$ cat src/rtl/i2cmq_pkg.sv
// Shared types, codes and defaults for the I2C message queue sequencer.
// No dependencies; used by every module of the block.
`default_nettype none

package i2cmq_pkg;

    localparam int DEFAULT_QUEUE_DEPTH = 8;
    localparam int ENTRY_W   = 17;
    localparam int TAG_W     = 8;
    localparam int ATT_W     = 8;
    localparam int TIMER_W   = 16;
    localparam int CFG_IDX_W = 2;
    localparam int CFG_DAT_W = 16;
    localparam int COUNT_OUT_W = 4;
    localparam logic [TIMER_W-1:0] TIMEOUT_RESET = 16'd1000;

    typedef enum logic [1:0] {
        REQ_ENQUEUE = 2'd0,
        REQ_SERVICE = 2'd1,
        REQ_TICK    = 2'd2
    } req_t;

    typedef enum logic [1:0] {
        OUTCOME_BUSY = 2'd0,
        OUTCOME_OK   = 2'd1
    } outcome_t;

    typedef enum logic [3:0] {
        ACT_NONE     = 4'd0,
        ACT_ACCEPT   = 4'd1,
        ACT_REJECT   = 4'd2,
        ACT_FETCH    = 4'd3,
        ACT_START    = 4'd4,
        ACT_DRIVE    = 4'd5,
        ACT_RETRY    = 4'd6,
        ACT_COMPLETE = 4'd7,
        ACT_CANCEL   = 4'd8,
        ACT_TIMEOUT  = 4'd9
    } action_t;

    typedef enum logic [1:0] {
        ERR_NONE     = 2'd0,
        ERR_FULL     = 2'd1,
        ERR_ATTEMPTS = 2'd2,
        ERR_BUS_OFF  = 2'd3
    } err_t;

    typedef enum logic [1:0] {
        PH_QUEUED = 2'd0,
        PH_XFER   = 2'd1,
        PH_CANCEL = 2'd2
    } phase_t;

    typedef enum logic [1:0] {
        CFG_BUS1_EN  = 2'd0,
        CFG_BUS2_EN  = 2'd1,
        CFG_TIMEOUT  = 2'd2
    } cfg_idx_t;

    typedef enum logic [1:0] {
        ST_IDLE = 2'd0,
        ST_READ = 2'd1,
        ST_EXEC = 2'd2
    } state_t;

    typedef struct packed {
        logic capture;
        logic exec;
    } cmd_t;

    typedef struct packed {
        logic out_full;
    } status_t;

    function automatic logic bus_on(input logic bus, input logic b1_en, input logic b2_en);
        return bus ? b2_en : b1_en;
    endfunction

endpackage

`default_nettype wire

$ cat src/rtl/i2c_message_queue_retry.sv
// A result is registered after its item is accepted, by way of the ring read and execute states.
// No new item is accepted until the last one has passed the registered read of the ring at the head and execute.
// A waiting result holds the next item in execute; no further item is accepted until it is taken.
// Reset (aresetn low, synchronous): queue empty, no current message, timer stopped,
// both buses enabled, timeout 1000 ticks. The ring contents are not cleared.
// Neither items nor register writes are accepted while aresetn is low.
`default_nettype none

module i2c_message_queue_retry #(
    parameter int QUEUE_DEPTH = i2cmq_pkg::DEFAULT_QUEUE_DEPTH
) (
    input  wire         aclk,
    input  wire         aresetn,
    input  wire         s_tvalid,
    output logic        s_tready,
    input  wire  [23:0] s_tdata,   // msg_tag[7:0], target_bus[8], attempt_budget[16:9],
                                   // outcome[18:17], zero[23:19]
    input  wire  [1:0]  s_tuser,   // req_type[1:0]
    output logic        m_tvalid,
    input  wire         m_tready,
    output logic [15:0] m_tdata,   // out_tag[7:0], out_bus[8], error_code[10:9],
                                   // stop_request[11], queued_count[15:12]
    output logic [3:0]  m_tuser,   // action[3:0]
    input  wire         cfg_valid,
    output logic        cfg_ready,
    input  wire  [i2cmq_pkg::CFG_IDX_W-1:0] cfg_index,
    input  wire  [i2cmq_pkg::CFG_DAT_W-1:0] cfg_data
);

    i2cmq_pkg::cmd_t    cmd;
    i2cmq_pkg::status_t status;

    assign cfg_ready = aresetn;

    i2cmq_ctrl u_ctrl (
        .aclk     (aclk),
        .aresetn  (aresetn),
        .s_tvalid (s_tvalid),
        .s_tready (s_tready),
        .status   (status),
        .cmd      (cmd)
    );

    i2cmq_datapath #(
        .QUEUE_DEPTH (QUEUE_DEPTH)
    ) u_datapath (
        .aclk       (aclk),
        .aresetn    (aresetn),
        .cmd        (cmd),
        .status     (status),
        .in_req     (s_tuser),
        .in_tag     (s_tdata[7:0]),
        .in_bus     (s_tdata[8]),
        .in_budget  (s_tdata[16:9]),
        .in_outcome (s_tdata[18:17]),
        .cfg_valid  (cfg_valid),
        .cfg_index  (cfg_index),
        .cfg_data   (cfg_data),
        .m_valid    (m_tvalid),
        .m_ready    (m_tready),
        .m_action   (m_tuser),
        .m_tag      (m_tdata[7:0]),
        .m_bus      (m_tdata[8]),
        .m_error    (m_tdata[10:9]),
        .m_stop     (m_tdata[11]),
        .m_count    (m_tdata[15:12])
    );

endmodule

`default_nettype wire

$ cat src/rtl/i2cmq_ctrl.sv
// Sequencing state machine: capture an item, wait for the ring read, execute.
// Depends on i2cmq_pkg.
`default_nettype none

module i2cmq_ctrl (
    input  wire                   aclk,
    input  wire                   aresetn,
    input  wire                   s_tvalid,
    output logic                  s_tready,
    input  i2cmq_pkg::status_t    status,
    output i2cmq_pkg::cmd_t       cmd
);

    i2cmq_pkg::state_t state_reg, state_next;

    always_ff @(posedge aclk) begin
        if (!aresetn) begin
            state_reg <= i2cmq_pkg::ST_IDLE;
        end else begin
            state_reg <= state_next;
        end
    end

    always_comb begin
        state_next  = state_reg;
        s_tready    = 1'b0;
        cmd.capture = 1'b0;
        cmd.exec    = 1'b0;
        case (state_reg)
            i2cmq_pkg::ST_IDLE: begin
                s_tready = aresetn;
                if (s_tvalid && aresetn) begin
                    cmd.capture = 1'b1;
                    state_next  = i2cmq_pkg::ST_READ;
                end
            end
            i2cmq_pkg::ST_READ: begin
                state_next = i2cmq_pkg::ST_EXEC;
            end
            i2cmq_pkg::ST_EXEC: begin
                if (!status.out_full) begin
                    cmd.exec   = 1'b1;
                    state_next = i2cmq_pkg::ST_IDLE;
                end
            end
            default: begin
                state_next = i2cmq_pkg::ST_IDLE;
            end
        endcase
    end

endmodule

`default_nettype wire

$ cat src/rtl/i2cmq_datapath.sv
// Ring store, queue and current-message registers, timer and result register.
// Depends on i2cmq_pkg; driven by commands from i2cmq_ctrl.
`default_nettype none

module i2cmq_datapath #(
    parameter int QUEUE_DEPTH = i2cmq_pkg::DEFAULT_QUEUE_DEPTH
) (
    input  wire                                   aclk,
    input  wire                                   aresetn,
    input  i2cmq_pkg::cmd_t                       cmd,
    output i2cmq_pkg::status_t                    status,
    input  wire  [1:0]                            in_req,
    input  wire  [i2cmq_pkg::TAG_W-1:0]           in_tag,
    input  wire                                   in_bus,
    input  wire  [i2cmq_pkg::ATT_W-1:0]           in_budget,
    input  wire  [1:0]                            in_outcome,
    input  wire                                   cfg_valid,
    input  wire  [i2cmq_pkg::CFG_IDX_W-1:0]       cfg_index,
    input  wire  [i2cmq_pkg::CFG_DAT_W-1:0]       cfg_data,
    output logic                                  m_valid,
    input  wire                                   m_ready,
    output logic [3:0]                            m_action,
    output logic [i2cmq_pkg::TAG_W-1:0]           m_tag,
    output logic                                  m_bus,
    output logic [1:0]                            m_error,
    output logic                                  m_stop,
    output logic [i2cmq_pkg::COUNT_OUT_W-1:0]     m_count
);

    localparam int PW = $clog2(QUEUE_DEPTH);
    localparam int CW = $clog2(QUEUE_DEPTH + 1);
    localparam int TW = i2cmq_pkg::TIMER_W;
    localparam int AW = i2cmq_pkg::ATT_W;

    // configuration
    logic          bus1_en_reg, bus2_en_reg;
    logic [TW-1:0] timeout_reg;

    // captured item
    logic [1:0]              req_reg;
    logic [i2cmq_pkg::TAG_W-1:0] tag_reg;
    logic                    bus_reg;
    logic signed [AW-1:0]    budget_reg;
    logic [1:0]              outcome_reg;

    // ring
    logic [i2cmq_pkg::ENTRY_W-1:0] ring_mem [QUEUE_DEPTH];
    logic [i2cmq_pkg::ENTRY_W-1:0] rd_data_reg;
    logic                          mem_we;

    // queue and current message
    logic [PW-1:0]        head_reg, head_next, tail_reg, tail_next;
    logic [CW-1:0]        count_reg, count_next;
    logic                 valid_reg, valid_next;
    i2cmq_pkg::phase_t    phase_reg, phase_next;
    logic signed [AW-1:0] att_reg, att_next;
    logic [TW-1:0]        timer_reg, timer_next, timer_inc;
    logic                 run_reg, run_next;

    // result
    logic                        m_valid_reg;
    i2cmq_pkg::action_t          act;
    i2cmq_pkg::err_t             err;
    logic [i2cmq_pkg::TAG_W-1:0] otag;
    logic                        obus, stop;

    logic [i2cmq_pkg::TAG_W-1:0] cur_tag;
    logic                        cur_bus;
    logic signed [AW-1:0]        cur_att;

    assign cur_tag = rd_data_reg[7:0];
    assign cur_bus = rd_data_reg[8];
    assign cur_att = rd_data_reg[16:9];

    assign status.out_full = m_valid_reg && !m_ready;
    assign m_valid         = m_valid_reg;

    always_ff @(posedge aclk) begin
        if (!aresetn) begin
            bus1_en_reg <= 1'b1;
            bus2_en_reg <= 1'b1;
            timeout_reg <= i2cmq_pkg::TIMEOUT_RESET;
        end else if (cfg_valid) begin
            case (cfg_index)
                i2cmq_pkg::CFG_BUS1_EN: bus1_en_reg <= cfg_data[0];
                i2cmq_pkg::CFG_BUS2_EN: bus2_en_reg <= cfg_data[0];
                i2cmq_pkg::CFG_TIMEOUT: timeout_reg <= cfg_data;
                default: begin
                end
            endcase
        end
    end

    always_ff @(posedge aclk) begin
        if (cmd.capture) begin
            req_reg     <= in_req;
            tag_reg     <= in_tag;
            bus_reg     <= in_bus;
            budget_reg  <= in_budget;
            outcome_reg <= in_outcome;
        end
    end

    always_ff @(posedge aclk) begin
        if (mem_we) begin
            ring_mem[tail_reg] <= {budget_reg, bus_reg, tag_reg};
        end
        rd_data_reg <= ring_mem[head_reg];
    end

    assign timer_inc = (timer_reg == {TW{1'b1}}) ? timer_reg : timer_reg + TW'(1);

    always_comb begin
        head_next  = head_reg;
        tail_next  = tail_reg;
        count_next = count_reg;
        valid_next = valid_reg;
        phase_next = phase_reg;
        att_next   = att_reg;
        timer_next = timer_reg;
        run_next   = run_reg;
        mem_we     = 1'b0;
        act        = i2cmq_pkg::ACT_NONE;
        err        = i2cmq_pkg::ERR_NONE;
        otag       = '0;
        obus       = 1'b0;
        stop       = 1'b0;
        case (req_reg)
            i2cmq_pkg::REQ_ENQUEUE: begin
                otag = tag_reg;
                obus = bus_reg;
                if (count_reg == CW'(QUEUE_DEPTH)) begin
                    act = i2cmq_pkg::ACT_REJECT;
                    err = i2cmq_pkg::ERR_FULL;
                end else if (budget_reg < 8'sd1) begin
                    act = i2cmq_pkg::ACT_REJECT;
                    err = i2cmq_pkg::ERR_ATTEMPTS;
                end else if (!i2cmq_pkg::bus_on(bus_reg, bus1_en_reg, bus2_en_reg)) begin
                    act = i2cmq_pkg::ACT_REJECT;
                    err = i2cmq_pkg::ERR_BUS_OFF;
                end else begin
                    act        = i2cmq_pkg::ACT_ACCEPT;
                    mem_we     = cmd.exec;
                    tail_next  = (tail_reg == PW'(QUEUE_DEPTH - 1)) ? '0 : tail_reg + PW'(1);
                    count_next = count_reg + CW'(1);
                end
            end
            i2cmq_pkg::REQ_SERVICE: begin
                if (!valid_reg) begin
                    if (count_reg != '0) begin
                        act        = i2cmq_pkg::ACT_FETCH;
                        otag       = cur_tag;
                        obus       = cur_bus;
                        valid_next = 1'b1;
                        phase_next = i2cmq_pkg::PH_QUEUED;
                        att_next   = cur_att;
                    end
                end else begin
                    otag = cur_tag;
                    obus = cur_bus;
                    case (phase_reg)
                        i2cmq_pkg::PH_QUEUED: begin
                            act        = i2cmq_pkg::ACT_START;
                            phase_next = i2cmq_pkg::PH_XFER;
                            timer_next = '0;
                            run_next   = 1'b1;
                        end
                        i2cmq_pkg::PH_XFER: begin
                            if (outcome_reg == i2cmq_pkg::OUTCOME_BUSY) begin
                                act = i2cmq_pkg::ACT_DRIVE;
                            end else if (outcome_reg == i2cmq_pkg::OUTCOME_OK ||
                                         att_reg <= 8'sd0) begin
                                act        = i2cmq_pkg::ACT_COMPLETE;
                                run_next   = 1'b0;
                                head_next  = (head_reg == PW'(QUEUE_DEPTH - 1)) ?
                                             '0 : head_reg + PW'(1);
                                count_next = (count_reg != '0) ? count_reg - CW'(1) : count_reg;
                                valid_next = 1'b0;
                                phase_next = i2cmq_pkg::PH_QUEUED;
                            end else begin
                                act      = i2cmq_pkg::ACT_RETRY;
                                att_next = att_reg - 8'sd1;
                            end
                        end
                        default: begin
                            act        = i2cmq_pkg::ACT_CANCEL;
                            stop       = 1'b1;
                            head_next  = (head_reg == PW'(QUEUE_DEPTH - 1)) ?
                                         '0 : head_reg + PW'(1);
                            count_next = (count_reg != '0) ? count_reg - CW'(1) : count_reg;
                            valid_next = 1'b0;
                            phase_next = i2cmq_pkg::PH_QUEUED;
                        end
                    endcase
                end
            end
            i2cmq_pkg::REQ_TICK: begin
                if (run_reg && valid_reg) begin
                    timer_next = timer_inc;
                    if (timer_inc >= timeout_reg) begin
                        act        = i2cmq_pkg::ACT_TIMEOUT;
                        otag       = cur_tag;
                        obus       = cur_bus;
                        stop       = i2cmq_pkg::bus_on(cur_bus, bus1_en_reg, bus2_en_reg);
                        phase_next = i2cmq_pkg::PH_CANCEL;
                        att_next   = '0;
                        run_next   = 1'b0;
                    end
                end
            end
            default: begin
            end
        endcase
    end

    always_ff @(posedge aclk) begin
        if (!aresetn) begin
            head_reg  <= '0;
            tail_reg  <= '0;
            count_reg <= '0;
            valid_reg <= 1'b0;
            phase_reg <= i2cmq_pkg::PH_QUEUED;
            att_reg   <= '0;
            timer_reg <= '0;
            run_reg   <= 1'b0;
        end else if (cmd.exec) begin
            head_reg  <= head_next;
            tail_reg  <= tail_next;
            count_reg <= count_next;
            valid_reg <= valid_next;
            phase_reg <= phase_next;
            att_reg   <= att_next;
            timer_reg <= timer_next;
            run_reg   <= run_next;
        end
    end

    always_ff @(posedge aclk) begin
        if (!aresetn) begin
            m_valid_reg <= 1'b0;
        end else if (cmd.exec) begin
            m_valid_reg <= 1'b1;
        end else if (m_ready) begin
            m_valid_reg <= 1'b0;
        end
    end

    always_ff @(posedge aclk) begin
        if (cmd.exec) begin
            m_action <= act;
            m_tag    <= otag;
            m_bus    <= obus;
            m_error  <= err;
            m_stop   <= stop;
            m_count  <= i2cmq_pkg::COUNT_OUT_W'(count_next);
        end
    end

`ifndef SYNTH
    a_timer_needs_msg: assert property (@(posedge aclk) disable iff (!aresetn)
        run_reg |-> valid_reg) else $error("timer running without a current message");
    a_msg_in_count: assert property (@(posedge aclk) disable iff (!aresetn)
        valid_reg |-> count_reg != '0) else $error("current message not counted");
    a_count_bound: assert property (@(posedge aclk) disable iff (!aresetn)
        count_reg <= CW'(QUEUE_DEPTH)) else $error("entry count above depth");
    a_phase_needs_msg: assert property (@(posedge aclk) disable iff (!aresetn)
        phase_reg != i2cmq_pkg::PH_QUEUED |-> valid_reg)
        else $error("phase advanced without a current message");
    a_exec_loads_out: assert property (@(posedge aclk) disable iff (!aresetn)
        cmd.exec |=> m_valid_reg) else $error("executed item left no result");
`endif

endmodule

`default_nettype wire
$ cat config.mk
export PLATFORM = sky130hd
export DESIGN_NAME = i2c_message_queue_retry
export DESIGN_NICKNAME = d
export VERILOG_FILES = /design/src/rtl/i2cmq_pkg.sv /design/src/rtl/i2c_message_queue_retry.sv /design/src/rtl/i2cmq_ctrl.sv /design/src/rtl/i2cmq_datapath.sv
export SDC_FILE = /design/constraint.sdc
export NUM_CORES = 1
export LEC_CHECK = 0
export BUFFER_PORTS_ARGS = -buffer_cell sky130_fd_sc_hd__buf_2
export CORE_UTILIZATION = 50
export DETAILED_ROUTE_END_ITERATION = 10
export PLACE_DENSITY = 0.65
export SYNTH_ARGS = -nofsm -noshare
export SYNTH_HDL_FRONTEND = slang
export SYNTH_HIERARCHICAL = 1
export SYNTH_SLANG_ARGS = --single-unit
$ cat constraint.sdc
create_clock -name aclk -period 5.1 [get_ports aclk]
set_clock_uncertainty 0.15 [all_clocks]
set_input_delay 0.255 -clock aclk [delete_from_list [all_inputs] [get_ports aclk]]
set_output_delay 0.255 -clock aclk [all_outputs]
set_load 0.02 [all_outputs]
== Word-level counts from Yosys, hierarchy flattened ==
Memory sizes are Yosys's and may differ from the RTL's. A register that Yosys moved wholly into a read port is not among the register bits.
Index checks and enable logic that the tools add are counted.

* Input port bits: 49
* Register bits: 100
* Bits in writable memories: 136
* Output and inout port bits: 23
* Memories kept: 1

* Mux-type cells: 94
* Magnitude comparators: 3
* Add/subtract/negate cells: 6
* Bitwise logic cells: 4
* Equality and inequality tests: 29
* Reductions and logical operators: 26

{| class="wikitable"
|+ Memories
! memory !! depth !! width !! read ports !! clocked after Yosys merged registers in !! write ports !! line !! text
|-
| u_datapath.ring_mem || 8 || 17 || 1 || 1 || 1 || i2cmq_datapath.sv:47 || <nowiki>logic [i2cmq_pkg::ENTRY_W-1:0] ring_mem [QUEUE_DEPTH];</nowiki>
|}

{| class="wikitable"
|+ Operator list
! kind !! count
|-
| $mux 8 || 11
|-
| $mux 16 || 4
|-
| $mux 4 || 13
|-
| $mux 1 || 34
|-
| $pmux 16 s2 || 1
|-
| $mux 2 || 12
|-
| $pmux 4 s2 || 3
|-
| $pmux 8 s3 || 1
|-
| $add 16x1->16 const B || 1
|-
| $eq 16x16->1 const B || 1
|-
| $ge 16x16->1 || 1
|-
| $pmux 8 s2 || 1
|-
| $reduce_and 8->1 || 2
|-
| $mux 3 || 4
|-
| $ne 3x3->1 const B || 4
|-
| $pmux 4 s3 || 1
|-
| $eq 2x1->1 const B || 5
|-
| $logic_not 2->1 || 5
|-
| $ne 2x1->1 const B || 5
|-
| $reduce_and 2->1 || 5
|-
| $reduce_and 5->1 || 2
|-
| $le 8x1->1 const B || 1
|-
| $lt 8x2->1 const B || 1
|-
| $ne 4x4->1 const B || 2
|-
| 24 further kinds || 42
|}

== Logic depth before layout (Yosys ltp) ==
Gate-level depths: netlist of the first run.

* Word-level depth: 10
* Mapped depth: 16
* Mapped depth without buffers: 13

== By module ==
Netlist of the first run, hierarchy kept.

{| class="wikitable"
|+ By module, submodules not included
! module !! cells an instance !! instances !! area an instance (sq um)
|-
| i2cmq_datapath || 811 || 1 || 10899.2
|-
| i2cmq_ctrl || 10 || 1 || 97.6
|-
| i2c_message_queue_retry || 1 || 1 || 7.5
|}

== Worst setup path before layout of the first run ==
No wires, ideal clock.

* Path type: flip-flop to flip-flop
* Start: reg u_datapath.m_valid_reg, in the netlist u_datapath/m_valid
* End: mem u_datapath/ring_mem[0][0] (netlist bit) (enable)
* Buffers on the path: 1
* Slack: 0.920 ns
* Arrival: 3.595 ns
* Stages on the path, launching flop included: 6
* Path through: dfxtp_1 -> nor2b_1 -> nor2_1 -> buf_2 -> nand2_1 -> nor4_1

{| class="wikitable"
|+ RTL lines
! element !! line !! text
|-
| from (decl) || i2cmq_datapath.sv:61 || <nowiki>logic m_valid_reg;</nowiki>
|-
| from (signal assigned) || i2cmq_datapath.sv:240 || <nowiki>m_valid_reg <= 1'b0;</nowiki>
|-
| from (signal assigned) || i2cmq_datapath.sv:242 || <nowiki>m_valid_reg <= 1'b1;</nowiki>
|-
| from (signal assigned) || i2cmq_datapath.sv:244 || <nowiki>m_valid_reg <= 1'b0;</nowiki>
|-
| to (decl) || i2cmq_datapath.sv:47 ||
|}

== Final worst setup path of the first run ==
* Start: reg u_datapath.timer_reg[3]
* End: reg u_datapath.m_bus, data pin

* Longest elaborated chain between the ends: 6
* Elaborated cells on any way between the ends: 7
* Classes of those cells: add/sub (1); order compare (1); eq/ne (1); mux (4)

{| class="wikitable"
|+ RTL lines
! element !! line !! text
|-
| from (decl) || i2cmq_datapath.sv:57 || <nowiki>logic [TW-1:0] timer_reg, timer_next, timer_inc;</nowiki>
|-
| from (signal assigned) || i2cmq_datapath.sv:233 || <nowiki>timer_reg <= timer_next;</nowiki>
|-
| $add 16x1->16 / $eq 16x16->1 (equally long branches) || i2cmq_datapath.sv:111 || <nowiki>assign timer_inc = (timer_reg == {TW{1'b1}}) ? timer_reg : timer_reg + TW'(1);</nowiki>
|-
| $mux 16 * || i2cmq_datapath.sv:111 ||
|-
| $ge 16x16->1 * || i2cmq_datapath.sv:200 || <nowiki>if (timer_inc >= timeout_reg) begin</nowiki>
|-
| $mux 1 * || i2cmq_datapath.sv:200 ||
|-
| $mux 1 * || i2cmq_datapath.sv:198 || <nowiki>if (run_reg && valid_reg) begin</nowiki>
|-
| $pmux 1 s3 * || i2cmq_datapath.sv:128 || <nowiki>case (req_reg)</nowiki>
|-
| net u_datapath.obus || i2cmq_datapath.sv:65 || <nowiki>logic obus, stop;</nowiki>
|-
| to (signal assigned) || i2cmq_datapath.sv:252 || <nowiki>m_bus <= obus;</nowiki>
|-
| to (decl) || i2cmq_datapath.sv:24 || <nowiki>output logic m_bus,</nowiki>
|}

Mark *: on every way through the listed nets, which the timed path passes. The rest lies on a longest branch.
A chain may end at the register's enable or synchronous reset.

==> metrics, run 1 <==
Initial Util 0.517; worst-path fanout max 11; mapped cell area 11000 µm²; worst vdd ir 0.000315 V; Slew HR 0.188; Syn Nets 900; global-route wire length before repair 37400 µm; post-route antenna net violation count 0; IO Count 72; Max Buffers Root-to-Sink 3; leading cell type by number of instances after synthesis edfxtp_1; CP startpoint u_datapath/timer_reg[3]$_SDFFE_PN0P_; dominant cell type by area after synthesis edfxtp_1; Synth Area per Inst 13.4 µm²; sequential-to-total area share from yosys stat 0.621; grt total ovfl 0; DP Cell Count 1128; vias in the first global route 7000; Root Buffer clkbuf_16; worst slew pin tran 1.21 ns; static leakage 4.51 nW; Fin. Hold Viols 0; P_sw 0.862 mW; Final Total Pwr 4.20 mW; Final Setup Violations 0; Iteration-0 DRC Markers 454; Reg clk slew, reported paths 0.06 ns; #FFs+latches synth 253; pin count of the biggest net entering global routing 38; synth-to-layout area growth 16.7%; Switching Share 0.205; Placement Setup Slack 1.05 ns; Clock Latency Late Sink 0.53 ns; P_int 3.33 mW; PortBufs 66; combinational cell fraction of total power 0.033; TritonCTS clock tree built; initial antenna violation count 0; Clock power frac 0.435; chip height 150 µm; Core Footprint 21300 µm²; vias per cell 5.86; Yosys Warn Count 6; Commonest cells post-synth edfxtp_1 (177), nand2_1 (82), dfxtp_1 (76), a21oi_1 (57), mux4_2 (34); DRC viols 0; Post-synth top flop edfxtp_1; hpwl dp 15100 µm; synthesized instance count 822; Setup TNS Final 0 ns; post-synth cell types 74; Max-Cap Viols 0; cts bufs inserted 26; post-layout util 0.603; outcome complete, no violations; Hold Worst Slack 0.0354 ns; CTS H-Tree Depth 1; Vias 7139; non-filler instance count after layout 1219; CP Capture Type flop; WP data arrival 4.27 ns; drt total wl 24000 µm; GPL Wtd Cong 0.891; sequential power share 0.532; worst-case setup margin in the final layout 1.02 ns; FFs w/ async S/R, synth 0; clk sinks 253; 1st-pass router iterations 5; crit start category flop; GRT Util Overall 0.218; die area 22600 µm²; Final Cycle Share 0.800; Power Dens Cells 327 nW/µm²; Setup Buffers After CTS 0; Synth top area share 0.483; fin area 12800 µm²; worst hold start aresetn; n_diodes 0; Placed Area 11600 µm²; launch point of the worst reg-to-reg path u_datapath/timer_reg[3]$_SDFFE_PN0P_; Site Rows 53; max reg flops 136; fin crit period 4.08 ns; fmax 0.245 GHz; wire per inst 19.7 µm; Die Wd 150 µm; Req. time, crit path 5.29 ns; Layout Nets 1002; Slew Viols, Final 0; RSZ-0062 raised after global routing false; critical path class flop to flop; layout cells sized above 1 0.213; Synth area leaders edfxtp_1 (48%), dfxtp_1 (14%), mux4_2 (7.0%), ha_1 (3.3%), nand2_1 (2.8%); EDFF count, synth 177; HP Class input port to flop
-- worst max-delay path, cell delays in order, from the launching register on --
cell,delay [ns]
dfxtp_1,0.49
and4_4,0.32
and4_4,0.31
and2_1,0.26
nand3_1,0.14
mux2_1,0.35
ha_1,0.31
nand4_1,0.13
a2111oi_2,0.48
a21o_1,0.22
nand2b_1,0.32
a311oi_1,0.41
-- path summary, 6_finish.rpt --
check | end | slack, ns | depth (start not counted)
worst min register to register | u_datapath/timeout_reg[12]$_SDFFE_PN0P_ | 0.31 | 2
worst max-delay path | u_datapath/m_bus$_DFFE_PP_ | 1.02 | 11
worst min-delay path | u_datapath/timeout_reg[6]$_SDFFE_PN1P_ | 0.04 | 2
worst max register to register | u_datapath/m_bus$_DFFE_PP_ | 1.02 | 11
-- routing by layer --
layer / vias up / part of all wire / global-route usage
met5: - / 0 / 0
met4: 0 / 0.026 / 0.0717
met3: 59 / 0.060 / 0.0333
met2: 254 / 0.48 / 0.356
met1: 3511 / 0.43 / 0.298
li1: 3315 / - / -
-- power by group through the flow --
stage	clock network (mW)	registers, mW	logic, mW
final	1.82	2.23	0.138
after global routing	1.93	2.24	0.151
after CTS	1.86	2.23	0.137
after detailed placement	0	2.28	0.111
after global placement	0	2.28	0.107
after floorplan	0	2.27	0.0630
-- cell type report --
type	count	area, µm²
clock buffer	36	738
clock inverter	12	101
fill	1593	8450
inverter	33	124
multi-input combinational	488	3840
sequential	253	6840
tap	275	344
timing repair buffer	122	858
-- repair_timing --
action | 4_1_cts | 5_1_grt
gates resized for setup | 0 | 0
hold buffers | 43 | 0
endpoints found under the hold margin | 42 | 0
-- cell families after synthesis --
kind of cell             Yosys count  share of synthesized area
flip-flops                       253                      0.621
adder cells (fa/ha/maj)           29                     0.0330
buffers and inverters             81                     0.0326
AO/OA/AOI/OAI                    164                     0.0999
AND/OR/NAND/NOR                  215                      0.101
multiplexers                      64                     0.0998
XOR/XNOR                          16                     0.0127
-- cells in the final DEF, fill, tap and decap left out, types with 7 or more instances in the layout --
cell	netlist	layout
nand2b_1	12	12
and3_1	9	9
a21o_1	8	8
and2_1	8	8
edfxtp_1	177	177
buf_4	2	13
xnor2_1	12	12
a31oi_1	9	9
clkbuf_16	0	26
ha_1	29	29
nand3_1	16	16
mux4_2	34	34
a21oi_1	57	57
o211ai_1	9	9
nand2_1	82	82
buf_2	13	66
nor3_1	16	12
dlygate4sd3_1	0	43
mux2_2	20	20
inv_1	32	32
a311oi_1	9	9
o21ai_1	7	7
nor2_1	30	29
o21ai_0	22	22
mux2i_1	7	7
dfxtp_1	76	75
or3_1	9	9
No activity file was read; power rests on OpenSTA's default activity.
==> run 2, diff against run 1 <==
--- a/config.mk
+++ b/config.mk
@@ -5,10 +5,11 @@
 export SDC_FILE = /design/constraint.sdc
 export NUM_CORES = 1
 export LEC_CHECK = 0
+export ABC_AREA = 1
 export BUFFER_PORTS_ARGS = -buffer_cell sky130_fd_sc_hd__buf_2
 export CORE_UTILIZATION = 50
 export DETAILED_ROUTE_END_ITERATION = 10
-export PLACE_DENSITY = 0.65
+export PLACE_DENSITY = 0.67
 export SYNTH_ARGS = -nofsm -noshare
 export SYNTH_HDL_FRONTEND = slang
 export SYNTH_HIERARCHICAL = 1
==> constraint.sdc (replaced) <==
create_clock -name aclk -period 3.6 [get_ports aclk]
set_clock_uncertainty 0.15 [all_clocks]
set_input_delay 0.18 -clock aclk [delete_from_list [all_inputs] [get_ports aclk]]
set_output_delay 0.18 -clock aclk [all_outputs]
set_load 0.02 [all_outputs]
==> run 2 against run 1 <==
The run now ends with DRC left. Critical path type unchanged. Sequential power grew 42%. First-iteration DRC count up 45%. Largest cell class unchanged. Combinational power grew 96%. Clock power increased by 42%. Sequential share of layout area down 1.6 points. Highest routed layer unchanged.
==> metrics, run 2 <==
outcome finished with violations; violated checks DRC; fill cell count 1857; crit-path most repeated cell nand2_1; grt total ovfl 0; hpwl dp 15800 µm; Syn Nets 1255; cts bufs inserted 26; PortBufs 66; Hold Worst Slack 0.0506 ns; Iteration-0 DRC Markers 660; vias in the first global route 8087; worst slew pin tran 0.744 ns; DRC viols 5; Placed Area 12000 µm²; Max Buffers Root-to-Sink 3; WP data arrival 3.46 ns; CTS H-Tree Depth 1; Commonest cells post-synth nand2_1 (196), nor2_1 (187), edfxtp_1 (177), inv_1 (120), o21ai_0 (100); critical path class flop to flop; mapped cell area 11300 µm²; clk sinks 253; chip height 152 µm; max reg flops 136; drt total wl 25700 µm; crit path cell chain ha_1 -> nand2_1 -> nor2_2 -> nand3_1 -> nor2_4 -> nand4_1 -> buf_4 -> nand2_1 -> nor2_1 -> nor2_1 -> ha_1 -> nand2_1 -> a21oi_1 -> nor2_1 -> nand2_1 -> nand2_1 -> nand3_1 -> buf_4 -> nand2_1 -> inv_1 -> nand2_1 -> a21oi_1; Synth Area per Inst 9.58 µm²; fmax 0.300 GHz; Layout Nets 1370; leading cell type by number of instances after synthesis nand2_1; Final Setup Violations 0; die area 23200 µm²; Reg clk slew, reported paths 0.06 ns; post-synth cell types 42; Die Wd 152 µm; fin area 13300 µm²; pin count of the biggest net entering global routing 71; Fin. Hold Viols 0; Placement Setup Slack 0.295 ns; FFs w/ async S/R, synth 0; Synth top area share 0.471; Req. time, crit path 3.72 ns; Root Buffer clkbuf_16; sequential-to-total area share from yosys stat 0.606; Post-synth top flop edfxtp_1; TritonCTS clock tree built; Reg area 6840 µm²; Vias 8512; IO Count 72; RSZ-0062 raised after global routing false; most common cell after layout, fill and taps aside nand2_1; crit-path leading delay family simple AND/OR/NAND/NOR gates; CP Capture Type flop; crit start category flop; CP max stage delay 0.38 ns; worst vdd ir 0.000424 V; Slew Viols, Final 0; dominant cell type by area after synthesis edfxtp_1; Site Rows 54; area of the multi-input gates 3810 µm²; Slew HR 0.504; vias per cell 5.35; Final Cycle Share 0.927; EDFF count, synth 177; n_diodes 0; #FFs+latches synth 253; GRT Util Overall 0.223; synth-to-layout area growth 17.5%; 1st-pass router iterations 8; worst-case setup margin in the final layout 0.264 ns; Synth area leaders edfxtp_1 (47%), dfxtp_1 (13%), nand2_1 (6.5%), nor2_1 (6.2%), o21ai_0 (4.4%); Slowest-stage cell, CP dfxtp_1; global-route wire length before repair 41300 µm; worst-path fanout max 10; Power Dens Cells 455 nW/µm²; most frequent cells in the layout nand2_1 (196), nor2_1 (184), edfxtp_1 (177); post-route antenna net violation count 0; non-filler instance count after layout 1591; synthesized instance count 1177; Initial Util 0.514; DP Cell Count 1500; Yosys Warn Count 6; HP Class input port to flop; Crit path buffers/inverters 3; static leakage 5.28 nW; Core Footprint 22000 µm²; GPL Wtd Cong 0.906; wire per inst 16.1 µm; fin crit period 3.34 ns; layout cells sized above 1 0.121; initial antenna violation count 0; Clock Latency Late Sink 0.54 ns; Max-Cap Viols 0
==> run 2: changes by cell type after synthesis, moves of 20 or more <==
cell,before,now
inv_1,32,120
mux2_2,20,0
mux4_2,34,0
nand2_1,82,196
nand3_1,16,43
nand4_1,3,27
nor2_1,30,187
o21ai_0,22,100
==> run 2: final cells by class <==
cell class | instances | share of cell area
clock buffers | 42 | 0.0569
clock inverters | 5 | 0.00548
inverters | 130 | 0.0370
multi-input cells | 748 | 0.287
flip-flops and latches | 253 | 0.516
well taps | 280 | 0.0264
repair buffers | 133 | 0.0710
==> run 2: per-stage QoR <==
step	utilization	setup TNS, ns	total power, mW
4_1_cts	0.603	0	6.07
5_1_grt	0.604	0	6.22
3_3_place_gp	0.545	0	3.46
3_5_place_dp	0.545	0	3.47
2_1_floorplan	-	-20.52	3.38
6_report	0.604	0	6.02
==> run 2: repair_timing <==
| item | 4_1_cts | 5_1_grt |
|---|---|---|
| gates resized for setup | 0 | 5 |
| endpoints found under the hold margin | 42 | 0 |
| hold buffers | 43 | 0 |
| buffers inserted | 0 | 1 |
| endpoints found under the setup margin | 0 | 22 |
==> run 2: cell families after synthesis <==
kind of cell / after synthesis / synth area share
xor gates and xnor gates: 9 / 0.00699
buffers and inverters: 176 / 0.0611
and+or+nand+nor: 483 / 0.182
AOI/OAI and AO/OA: 227 / 0.111
adders and majority gates: 29 / 0.0322
DFF: 253 / 0.606
==> run 2: power breakdown <==
group / total [mW] / switching [mW] / internal (mW)
Clock: 2.58 / 1.07 / 1.51
Sequential: 3.17 / 0.0324 / 3.14
Combinational: 0.271 / 0.164 / 0.108
Total: 6.02 / 1.27 / 4.75
==> run 2: path summary, 6_finish.rpt <==
kind                                           startpoint                                      end  slack [ns]  cells past startpoint
setup / recovery     u_datapath/timer_reg[1]$_SDFFE_PN0P_              u_datapath/m_stop$_DFFE_PP_        0.26                     22
hold / removal                                    aresetn   u_datapath/timeout_reg[5]$_SDFFE_PN1P_        0.05                      2
setup reg to reg     u_datapath/timer_reg[1]$_SDFFE_PN0P_              u_datapath/m_stop$_DFFE_PP_        0.26                     22
hold reg to reg   u_datapath/timeout_reg[13]$_SDFFE_PN0P_  u_datapath/timeout_reg[13]$_SDFFE_PN0P_        0.32                      2
==> run 2: metal layers <==
| layer | GRT usage | vias up | part of all wire |
|---|---|---|---|
| li1 | - | 4247 | - |
| met1 | 0.300 | 4002 | 0.45 |
| met2 | 0.381 | 225 | 0.48 |
| met3 | 0.0287 | 38 | 0.051 |
| met4 | 0.0598 | 0 | 0.019 |
| met5 | 0 | - | 0 |
